==> src/design/jsof_pkg.sv <==
`default_nettype none

package jsof_pkg;

    localparam int unsigned SOF_DEPTH = 15;
    localparam int unsigned SOF_CNT_W = $clog2(SOF_DEPTH + 1);

    localparam logic [7:0] MARKER_PREFIX  = 8'hFF;
    localparam logic [7:0] CODE_SOI       = 8'hD8;
    localparam logic [7:0] CODE_SOF0      = 8'hC0;
    localparam logic [7:0] CODE_SOS       = 8'hDA;
    localparam logic [7:0] PRECISION_8BIT = 8'd8;
    localparam logic [7:0] SAMP_11        = 8'h11;
    localparam logic [7:0] SAMP_21        = 8'h21;
    localparam logic [7:0] SAMP_22        = 8'h22;
    localparam logic [7:0] COMP_ID_Y      = 8'd1;
    localparam logic [7:0] COMP_ID_CB     = 8'd2;
    localparam logic [7:0] COMP_ID_CR     = 8'd3;
    localparam logic [7:0] NCOMP_GRAY     = 8'd1;
    localparam logic [7:0] NCOMP_YUV      = 8'd3;
    localparam logic [7:0] QTAB_LUMA      = 8'd0;
    localparam logic [7:0] QTAB_CHROMA    = 8'd1;

    typedef enum logic [3:0] {
        PH_IDLE,
        PH_SOI,
        PH_MARK,
        PH_CODE,
        PH_LENHI,
        PH_LENLO,
        PH_SOFPAY,
        PH_SKIP,
        PH_DONE
    } phase_t;

    typedef enum logic [2:0] {
        ST_OK,
        ST_NOSOI,
        ST_MARKER,
        ST_FORMAT,
        ST_COMPS,
        ST_LONG
    } status_t;

    typedef enum logic [1:0] {
        FMT_GRAY,
        FMT_NV16,
        FMT_NV12
    } pix_fmt_t;

    typedef logic [SOF_DEPTH-1:0][7:0] sof_bytes_t;

    typedef struct packed {
        status_t  status;
        pix_fmt_t fmt;
    } sof_eval_t;

endpackage

`default_nettype wire

==> src/design/jsof_sof_eval.sv <==
`default_nettype none

module jsof_sof_eval
    import jsof_pkg::*;
(
    input  wire sof_bytes_t             sof_bytes,
    input  wire logic [SOF_CNT_W-1:0]   sof_count,
    output sof_eval_t                   result
);

    logic ids_ok;

    // three-component layout apart from the luma sampling byte
    assign ids_ok = (sof_bytes[6] == COMP_ID_Y) && (sof_bytes[8] == QTAB_LUMA)
                 && (sof_bytes[9] == COMP_ID_CB) && (sof_bytes[10] == SAMP_11)
                 && (sof_bytes[11] == QTAB_CHROMA) && (sof_bytes[12] == COMP_ID_CR)
                 && (sof_bytes[13] == SAMP_11) && (sof_bytes[14] == QTAB_CHROMA);

    always_comb begin
        result.status = ST_FORMAT;
        result.fmt    = FMT_GRAY;
        if (sof_bytes[0] != PRECISION_8BIT || sof_count < SOF_CNT_W'(6)) begin
            result.status = ST_FORMAT;
        end else if (sof_bytes[5] == NCOMP_GRAY) begin
            if (sof_count >= SOF_CNT_W'(9) && sof_bytes[6] == COMP_ID_Y
                    && sof_bytes[7] == SAMP_11 && sof_bytes[8] == QTAB_LUMA) begin
                result.status = ST_OK;
                result.fmt    = FMT_GRAY;
            end
        end else if (sof_bytes[5] == NCOMP_YUV) begin
            if (sof_count == SOF_CNT_W'(SOF_DEPTH) && ids_ok) begin
                if (sof_bytes[7] == SAMP_21) begin
                    result.status = ST_OK;
                    result.fmt    = FMT_NV16;
                end else if (sof_bytes[7] == SAMP_22) begin
                    result.status = ST_OK;
                    result.fmt    = FMT_NV12;
                end
            end
        end else begin
            result.status = ST_COMPS;
        end
    end

endmodule

`default_nettype wire

==> src/design/jpeg_sof0_header_parser.sv <==
// path: the byte that ends the parse goes through the input and output registers
// throughput: one header byte per cycle; the output register lets a byte in while a
// result waits, and a stalled result stalls the input stage
// reset: aresetn is synchronous and active low; it empties both stages and idles the
// parser until a beat with first_byte set
`default_nettype none

module jpeg_sof0_header_parser
    import jsof_pkg::*;
(
    input  wire logic        aclk,
    input  wire logic        aresetn,
    input  wire logic        s_valid,
    output logic             s_ready,
    input  wire logic [7:0]  s_header_byte,
    input  wire logic        s_first_byte,
    output logic             m_valid,
    input  wire logic        m_ready,
    output logic [2:0]       m_status,
    output logic [15:0]      m_image_width,
    output logic [15:0]      m_image_height,
    output logic [1:0]       m_pixel_format,
    output logic             m_format_known,
    output logic [15:0]      m_header_skip
);

    // input stage
    logic        in_valid_reg, in_valid_next;
    logic [7:0]  in_byte_reg;
    logic        in_first_reg;

    // parser state
    phase_t                 phase_reg, phase_next;
    logic [16:0]            offset_reg, offset_next;
    logic [15:0]            remaining_reg, remaining_next;
    logic [7:0]             marker_reg, marker_next;
    logic [15:0]            seglen_reg, seglen_next;
    sof_bytes_t             sof_reg, sof_next;
    logic [SOF_CNT_W-1:0]   sof_cnt_reg, sof_cnt_next;
    logic [15:0]            height_reg, height_next;
    logic [15:0]            width_reg, width_next;
    pix_fmt_t               fmt_reg, fmt_next;
    logic                   seen_reg, seen_next;

    // output register
    logic        out_valid_reg, out_valid_next;
    status_t     out_status_reg;
    logic [15:0] out_width_reg;
    logic [15:0] out_height_reg;
    pix_fmt_t    out_fmt_reg;
    logic        out_known_reg;
    logic [15:0] out_skip_reg;

    logic        out_free;
    logic        proc;
    logic        active;
    logic [7:0]  hb;
    logic [15:0] len_full;
    logic [15:0] rem_dec;
    logic [17:0] skip_sum;
    logic        sof_last;
    sof_bytes_t  sof_eff;
    logic [SOF_CNT_W-1:0] sof_n;
    sof_eval_t   sof_res;

    logic        res_fire;
    status_t     res_status;
    logic [15:0] res_width;
    logic [15:0] res_height;
    pix_fmt_t    res_fmt;
    logic        res_known;
    logic [15:0] res_skip;

    assign out_free = !out_valid_reg || m_ready;
    assign proc     = in_valid_reg && out_free;
    assign s_ready  = !in_valid_reg || out_free;
    assign active   = (phase_reg != PH_IDLE) && (phase_reg != PH_DONE);
    assign hb       = in_byte_reg;
    assign len_full = {seglen_reg[15:8], hb};
    assign rem_dec  = remaining_reg - 16'd1;
    assign skip_sum = {1'b0, offset_reg} + {2'b00, len_full} - 18'd1;
    assign sof_last = (sof_cnt_reg == SOF_CNT_W'(SOF_DEPTH - 1)) || (rem_dec == 16'd0);
    assign sof_n    = sof_cnt_reg + SOF_CNT_W'(1);

    // collected payload with the current byte dropped into its slot
    always_comb begin
        for (int i = 0; i < SOF_DEPTH; i++) begin
            sof_eff[i] = (sof_cnt_reg == SOF_CNT_W'(i)) ? hb : sof_reg[i];
        end
    end

    jsof_sof_eval u_sof_eval (
        .sof_bytes (sof_eff),
        .sof_count (sof_n),
        .result    (sof_res)
    );

    // result decode
    always_comb begin
        res_fire   = 1'b0;
        res_status = ST_OK;
        res_width  = 16'd0;
        res_height = 16'd0;
        res_fmt    = FMT_GRAY;
        res_known  = 1'b0;
        res_skip   = 16'd0;
        if (proc) begin
            if (in_first_reg) begin
                if (hb != MARKER_PREFIX) begin
                    res_fire   = 1'b1;
                    res_status = ST_NOSOI;
                end
            end else if (active) begin
                if (offset_reg[16]) begin
                    res_fire   = 1'b1;
                    res_status = ST_LONG;
                end else begin
                    case (phase_reg)
                        PH_SOI: begin
                            if (hb != CODE_SOI) begin
                                res_fire   = 1'b1;
                                res_status = ST_NOSOI;
                            end
                        end
                        PH_MARK: begin
                            if (hb != MARKER_PREFIX) begin
                                res_fire   = 1'b1;
                                res_status = ST_MARKER;
                            end
                        end
                        PH_LENLO: begin
                            if (len_full < 16'd2) begin
                                res_fire   = 1'b1;
                                res_status = ST_MARKER;
                            end else if (marker_reg == CODE_SOS) begin
                                res_fire = 1'b1;
                                if (skip_sum > 18'h0FFFF) begin
                                    res_status = ST_LONG;
                                end else begin
                                    res_status = ST_OK;
                                    res_skip   = skip_sum[15:0];
                                    if (seen_reg) begin
                                        res_width  = width_reg;
                                        res_height = height_reg;
                                        res_fmt    = fmt_reg;
                                        res_known  = 1'b1;
                                    end
                                end
                            end else if (marker_reg == CODE_SOF0 && len_full == 16'd2) begin
                                res_fire   = 1'b1;
                                res_status = ST_FORMAT;
                            end
                        end
                        PH_SOFPAY: begin
                            if (sof_last && sof_res.status != ST_OK) begin
                                res_fire   = 1'b1;
                                res_status = sof_res.status;
                            end
                        end
                        default: begin
                        end
                    endcase
                end
            end
        end
    end

    // next phase
    always_comb begin
        phase_next = phase_reg;
        if (proc) begin
            if (in_first_reg) begin
                phase_next = res_fire ? PH_DONE : PH_SOI;
            end else if (res_fire) begin
                phase_next = PH_DONE;
            end else begin
                case (phase_reg)
                    PH_SOI:   phase_next = PH_MARK;
                    PH_MARK:  phase_next = PH_CODE;
                    PH_CODE:  phase_next = PH_LENHI;
                    PH_LENHI: phase_next = PH_LENLO;
                    PH_LENLO: begin
                        if (marker_reg == CODE_SOF0) begin
                            phase_next = PH_SOFPAY;
                        end else begin
                            phase_next = (len_full == 16'd2) ? PH_MARK : PH_SKIP;
                        end
                    end
                    PH_SOFPAY: begin
                        if (sof_last) begin
                            phase_next = (rem_dec != 16'd0) ? PH_SKIP : PH_MARK;
                        end
                    end
                    PH_SKIP: begin
                        if (rem_dec == 16'd0) begin
                            phase_next = PH_MARK;
                        end
                    end
                    default: phase_next = phase_reg;
                endcase
            end
        end
    end

    // parser datapath
    always_comb begin
        offset_next    = offset_reg;
        remaining_next = remaining_reg;
        marker_next    = marker_reg;
        seglen_next    = seglen_reg;
        sof_next       = sof_reg;
        sof_cnt_next   = sof_cnt_reg;
        height_next    = height_reg;
        width_next     = width_reg;
        fmt_next       = fmt_reg;
        seen_next      = seen_reg;
        if (proc) begin
            if (in_first_reg) begin
                offset_next  = 17'd1;
                seen_next    = 1'b0;
                sof_cnt_next = '0;
            end else if (active && !offset_reg[16]) begin
                offset_next = offset_reg + 17'd1;
                case (phase_reg)
                    PH_CODE:  marker_next = hb;
                    PH_LENHI: seglen_next = {hb, 8'h00};
                    PH_LENLO: begin
                        seglen_next    = len_full;
                        remaining_next = len_full - 16'd2;
                        sof_cnt_next   = '0;
                    end
                    PH_SOFPAY: begin
                        sof_next[sof_cnt_reg] = hb;
                        sof_cnt_next          = sof_n;
                        remaining_next        = rem_dec;
                        if (sof_last && sof_res.status == ST_OK) begin
                            height_next = {sof_eff[1], sof_eff[2]};
                            width_next  = {sof_eff[3], sof_eff[4]};
                            fmt_next    = sof_res.fmt;
                            seen_next   = 1'b1;
                        end
                    end
                    PH_SKIP:  remaining_next = rem_dec;
                    default: begin
                    end
                endcase
            end
        end
    end

    assign in_valid_next  = s_ready ? s_valid : in_valid_reg;
    assign out_valid_next = out_free ? (proc && res_fire) : out_valid_reg;

    always_ff @(posedge aclk) begin
        if (!aresetn) begin
            in_valid_reg  <= 1'b0;
            out_valid_reg <= 1'b0;
            phase_reg     <= PH_IDLE;
        end else begin
            in_valid_reg  <= in_valid_next;
            out_valid_reg <= out_valid_next;
            phase_reg     <= phase_next;
        end
    end

    always_ff @(posedge aclk) begin
        if (s_valid && s_ready) begin
            in_byte_reg  <= s_header_byte;
            in_first_reg <= s_first_byte;
        end
        offset_reg    <= offset_next;
        remaining_reg <= remaining_next;
        marker_reg    <= marker_next;
        seglen_reg    <= seglen_next;
        sof_reg       <= sof_next;
        sof_cnt_reg   <= sof_cnt_next;
        height_reg    <= height_next;
        width_reg     <= width_next;
        fmt_reg       <= fmt_next;
        seen_reg      <= seen_next;
        if (out_free && proc && res_fire) begin
            out_status_reg <= res_status;
            out_width_reg  <= res_width;
            out_height_reg <= res_height;
            out_fmt_reg    <= res_fmt;
            out_known_reg  <= res_known;
            out_skip_reg   <= res_skip;
        end
    end

    assign m_valid        = out_valid_reg;
    assign m_status       = out_status_reg;
    assign m_image_width  = out_width_reg;
    assign m_image_height = out_height_reg;
    assign m_pixel_format = out_fmt_reg;
    assign m_format_known = out_known_reg;
    assign m_header_skip  = out_skip_reg;

endmodule

`default_nettype wire

==> config.mk <==
export PLATFORM = sky130hd
export DESIGN_NAME = jpeg_sof0_header_parser
export DESIGN_NICKNAME = d
export VERILOG_FILES = /design/src/design/jsof_pkg.sv /design/src/design/jsof_sof_eval.sv /design/src/design/jpeg_sof0_header_parser.sv
export SDC_FILE = /design/constraint.sdc
export NUM_CORES = 1
export LEC_CHECK = 0
export ABC_AREA = 1
export CORE_MARGIN = 10
export CORE_UTILIZATION = 40
export CTS_CLUSTER_SIZE = 20
export DETAILED_ROUTE_END_ITERATION = 16
export DONT_BUFFER_PORTS = 1
export HOLD_SLACK_MARGIN = 0.02
export SETUP_SLACK_MARGIN = 0.4
export SLEW_MARGIN = 20
export SYNTH_ARGS = -nofsm -noshare
export SYNTH_HDL_FRONTEND = slang
export SYNTH_SLANG_ARGS = --single-unit
export TNS_END_PERCENT = 10
==> constraint.sdc <==
create_clock -name aclk -period 3.65 [get_ports aclk]
set_clock_uncertainty 0.05 [all_clocks]
set_input_delay 0.1825 -clock aclk [delete_from_list [all_inputs] [get_ports aclk]]
set_output_delay 0.1825 -clock aclk [all_outputs]
set_load 0.1 [all_outputs]
==> flow_metrics.py <==
metrics = {
    "clocking": {
        "clk_latency_ns": 0.55,
        "clockRootBuffer": "clkbuf_16",
        "htree_levels": 1,
        "clk_path_buf_depth": 3,
        "cts_tree": "built",
        "cts_buffers": 28,
        "clk_pin_slew_ns": 0.06,
        "clock_sinks": 277,
    },
    "grt": {
        "grt_pass1_vias": 8233,
        "grt_pass1_wl_mm": 46.3,
        "grt_max_degree": 36,
        "grt_usage_pct": 14.4,
        "antenna_found_initial": 4,
        "overflow": 0,
    },
    "layout": {
        "fin_area_mm2": 0.0149,
        "ff_latch_area_mm2": 0.00826,
        "fillCellCount": 2946,
        "syn_to_final_growth_pct": 13.9,
        "largest_register_ffs": 120,
        "layoutNonFillerInstCount": 1780,
        "drive_gt1_share_pct": 10.9,
        "fin_nets": 1373,
        "multiInputGateArea_mm2": 0.00406,
    },
    "placed_design": {
        "numPortBuffers": 0,
        "place_congestion": 0.901,
        "placed_cells": 1709,
        "post-dp-hpwl_mm": 20.5,
        "placed_area_mm2": 0.0138,
    },
    "status": {
        "status": "finished, final reports clean",
    },
    "logic_synthesis": {
        "syn_avg_cell_area_um2": 10.4,
        "async_reset_ff_share_pct": 0,
        "synthTopCellsByArea": "edfxtp_1 62%, nand2_1 6.2%, inv_1 5.6%",
        "synth_common_cells": "271 x edfxtp_1, 218 x nand2_1, 197 x inv_1",
        "synth_top_cell_area_share_pct": 62.1,
        "synthCells": 1259,
        "netlist_area_mm2": 0.0131,
        "ys_seq_area_share_pct": 63.0,
        "yosysWarnings": 0,
        "synth_edf_count": 271,
        "yosysTopAreaCell": "edfxtp_1",
        "synth.distinct_cells": 45,
        "synth_flop_cell": "edfxtp_1",
        "syn_nets": 1315,
        "synth-seq-cells": 277,
        "synth.most_common_cell": "edfxtp_1",
    },
    "sta": {
        "slew_headroom_pct": 33.0,
        "worst_slew_pin_slew_ns": 1.01,
        "finalCritPeriodShare_pct": 85.0,
        "tns_ns": 0,
        "fmax_ghz": 0.322,
        "drv_slew": 0,
        "hold_viol_final": 0,
        "min_period_ns": 3.10,
        "rsz0062_at_grt": "true",
        "setup_viol": 0,
        "hold_slack_ns": 0.220,
    },
    "hold_path": {
        "min_to": "hb[7]$_DFFE_PP_",
        "worstHoldPathType": "primary input to flop",
        "hold_depth": 1,
        "worstHoldStart": "s_header_byte[7]",
    },
    "drt": {
        "wl_per_cell_um": 16.7,
        "drtAntennaViolNets": 0,
        "wl_mm": 29.7,
        "firstDrtPassIters": 5,
        "drt-initial-drc-count": 610,
        "routed_via_density": 4.81,
        "num_vias": 8554,
        "drc_errors": 0,
    },
    "floorplan": {
        "core_area_mm2": 0.0325,
        "rows": 66,
        "die_y_um": 201,
        "initial_core_util_pct": 40.4,
        "die_w_um": 201,
        "ios": 69,
        "dieArea_mm2": 0.0404,
    },
    "flow_run": {
        "maxCapViolCount": 0,
    },
    "pwr": {
        "p_per_area_mw_per_mm2": 462,
        "leakagePower_nw": 5.86,
        "max-vdd-ir-drop_v": 0.000346,
    },
    "setup_path": {
        "crit_chain": "inv_4 -> ha_1 -> inv_1 -> ha_1 -> a21oi_1 -> inv_1 -> a31oi_2 -> o21ai_2 -> nand3_1 -> nand2_2 -> xor2_2 -> nand2_1 -> nor3_4 -> clkinvlp_4 -> buf_12 -> nor2_1",
        "criticalPathCategory": "flop to flop",
        "reg2reg_from": "hb[4]$_DFFE_PP_",
        "cp_data_required_time_ns": 4.00,
        "crit_path_start": "hb[4]$_DFFE_PP_",
        "r2r.worst_path.cells": 16,
        "cp_data_arrival_time_ns": 3.45,
        "cpMaxStageDelayCell": "edfxtp_1",
        "reg2reg_slack_ns": 0.55,
        "cp-start-kind": "flop",
        "crit_fanout": 15,
        "end_kind": "flop",
        "r2r_end": "m_header_skip[12]$_SDFFCE_PP0P_",
        "slowest_delay_ns": 0.42,
    },
}
how the worst max path moves through the flow:
stage	endpoint	cells past startpoint
after floorplan	m_header_skip[10]$_SDFFCE_PP0P_	20
after global placement	m_image_width[8]$_SDFFCE_PP0P_	19
after detailed placement	m_image_height[13]$_SDFFCE_PP0P_	19
after CTS	m_image_height[13]$_SDFFCE_PP0P_	19
after global routing	m_header_skip[6]$_SDFFCE_PP0P_	16
final	m_header_skip[12]$_SDFFCE_PP0P_	16
layout make-up:
| cell class | count | share of cell area [%] |
|---|---|---|
| clock inverters | 18 | 0.930 |
| repair buffers | 48 | 2.88 |
| multi-input cells | 757 | 27.2 |
| diodes | 3 | 0.0503 |
| well taps | 442 | 3.70 |
| flip-flops and latches | 277 | 55.3 |
| inverters | 205 | 5.21 |
| clock buffers | 30 | 4.74 |
timing repair:
action                                  in CTS  in global routing
hold buffers                                12                  0
gates resized for setup                      0                 18
endpoints found under the setup margin       0                142
endpoints found under the hold margin       15                  0
setup buffers                                0                  8
placed cells by master (no fill, tap or decap), types with 6 or more instances in the layout:
cell type / n
nand2_2: 10
inv_1: 195
o21ai_0: 64
buf_4: 31
nand3b_1: 9
nor2_1: 194
nor2_4: 9
dlygate4sd3_1: 12
nor4_1: 6
o21ai_1: 9
xnor2_1: 6
dfxtp_1: 6
ha_1: 40
a21oi_1: 37
nand2_4: 7
nand3_1: 48
clkinv_1: 8
nor3_1: 15
inv_2: 7
nor2_2: 13
o31ai_1: 6
nand2_1: 217
edfxtp_1: 271
nand4_1: 13
xor2_1: 14
clkbuf_16: 28
power by group:
group / internal, mW / leakage (nW) / total, mW / switching (mW)
combinational: 0.157 / 2.98 / 0.483 / 0.326
sequential: 3.54 / 2.47 / 3.78 / 0.237
clock: 1.47 / 0.409 / 2.64 / 1.17
metrics by stage:
step | total power [mW] | setup WS (ns) | util (%)
floorplan | 4.12 | 0.174 | -
global placement | 4.27 | 0.479 | 42.5
detailed placement | 4.28 | 0.406 | 42.5
CTS | 6.92 | 0.403 | 45.5
global route | 7.14 | 0.319 | 46.0
finish | 6.90 | 0.547 | 46.0
cells by family after synthesis:
family / count (synthesis) / synth area share (%)
adders and majority gates: 43 / 4.16
DFF: 277 / 63.0
and+or+nand+nor: 556 / 19.1
buffers and inverters: 225 / 6.68
AOI/OAI and AO/OA: 137 / 5.70
xor gates and xnor gates: 21 / 1.40
worst max-delay path: cells and delay by family, from the launching register on:
kind	cells	cell delay, ns
adder cells (fa/ha/maj)	2	0.53
AO/OA/AOI/OAI	3	0.53
buffers and inverters	5	0.65
flip-flops	1	0.42
AND/OR/NAND/NOR	5	0.59
XOR/XNOR	1	0.15
per-layer routing:
metal | up-vias | GRT usage, % | part of all wire (%)
met5 | - | 0 | 0.024
met4 | 2 | 4.76 | 2.8
met3 | 51 | 2.68 | 5.0
met2 | 204 | 23.2 | 46
met1 | 3978 | 19.1 | 46
li1 | 4319 | - | -
No activity file was read; power rests on OpenSTA's default activity.
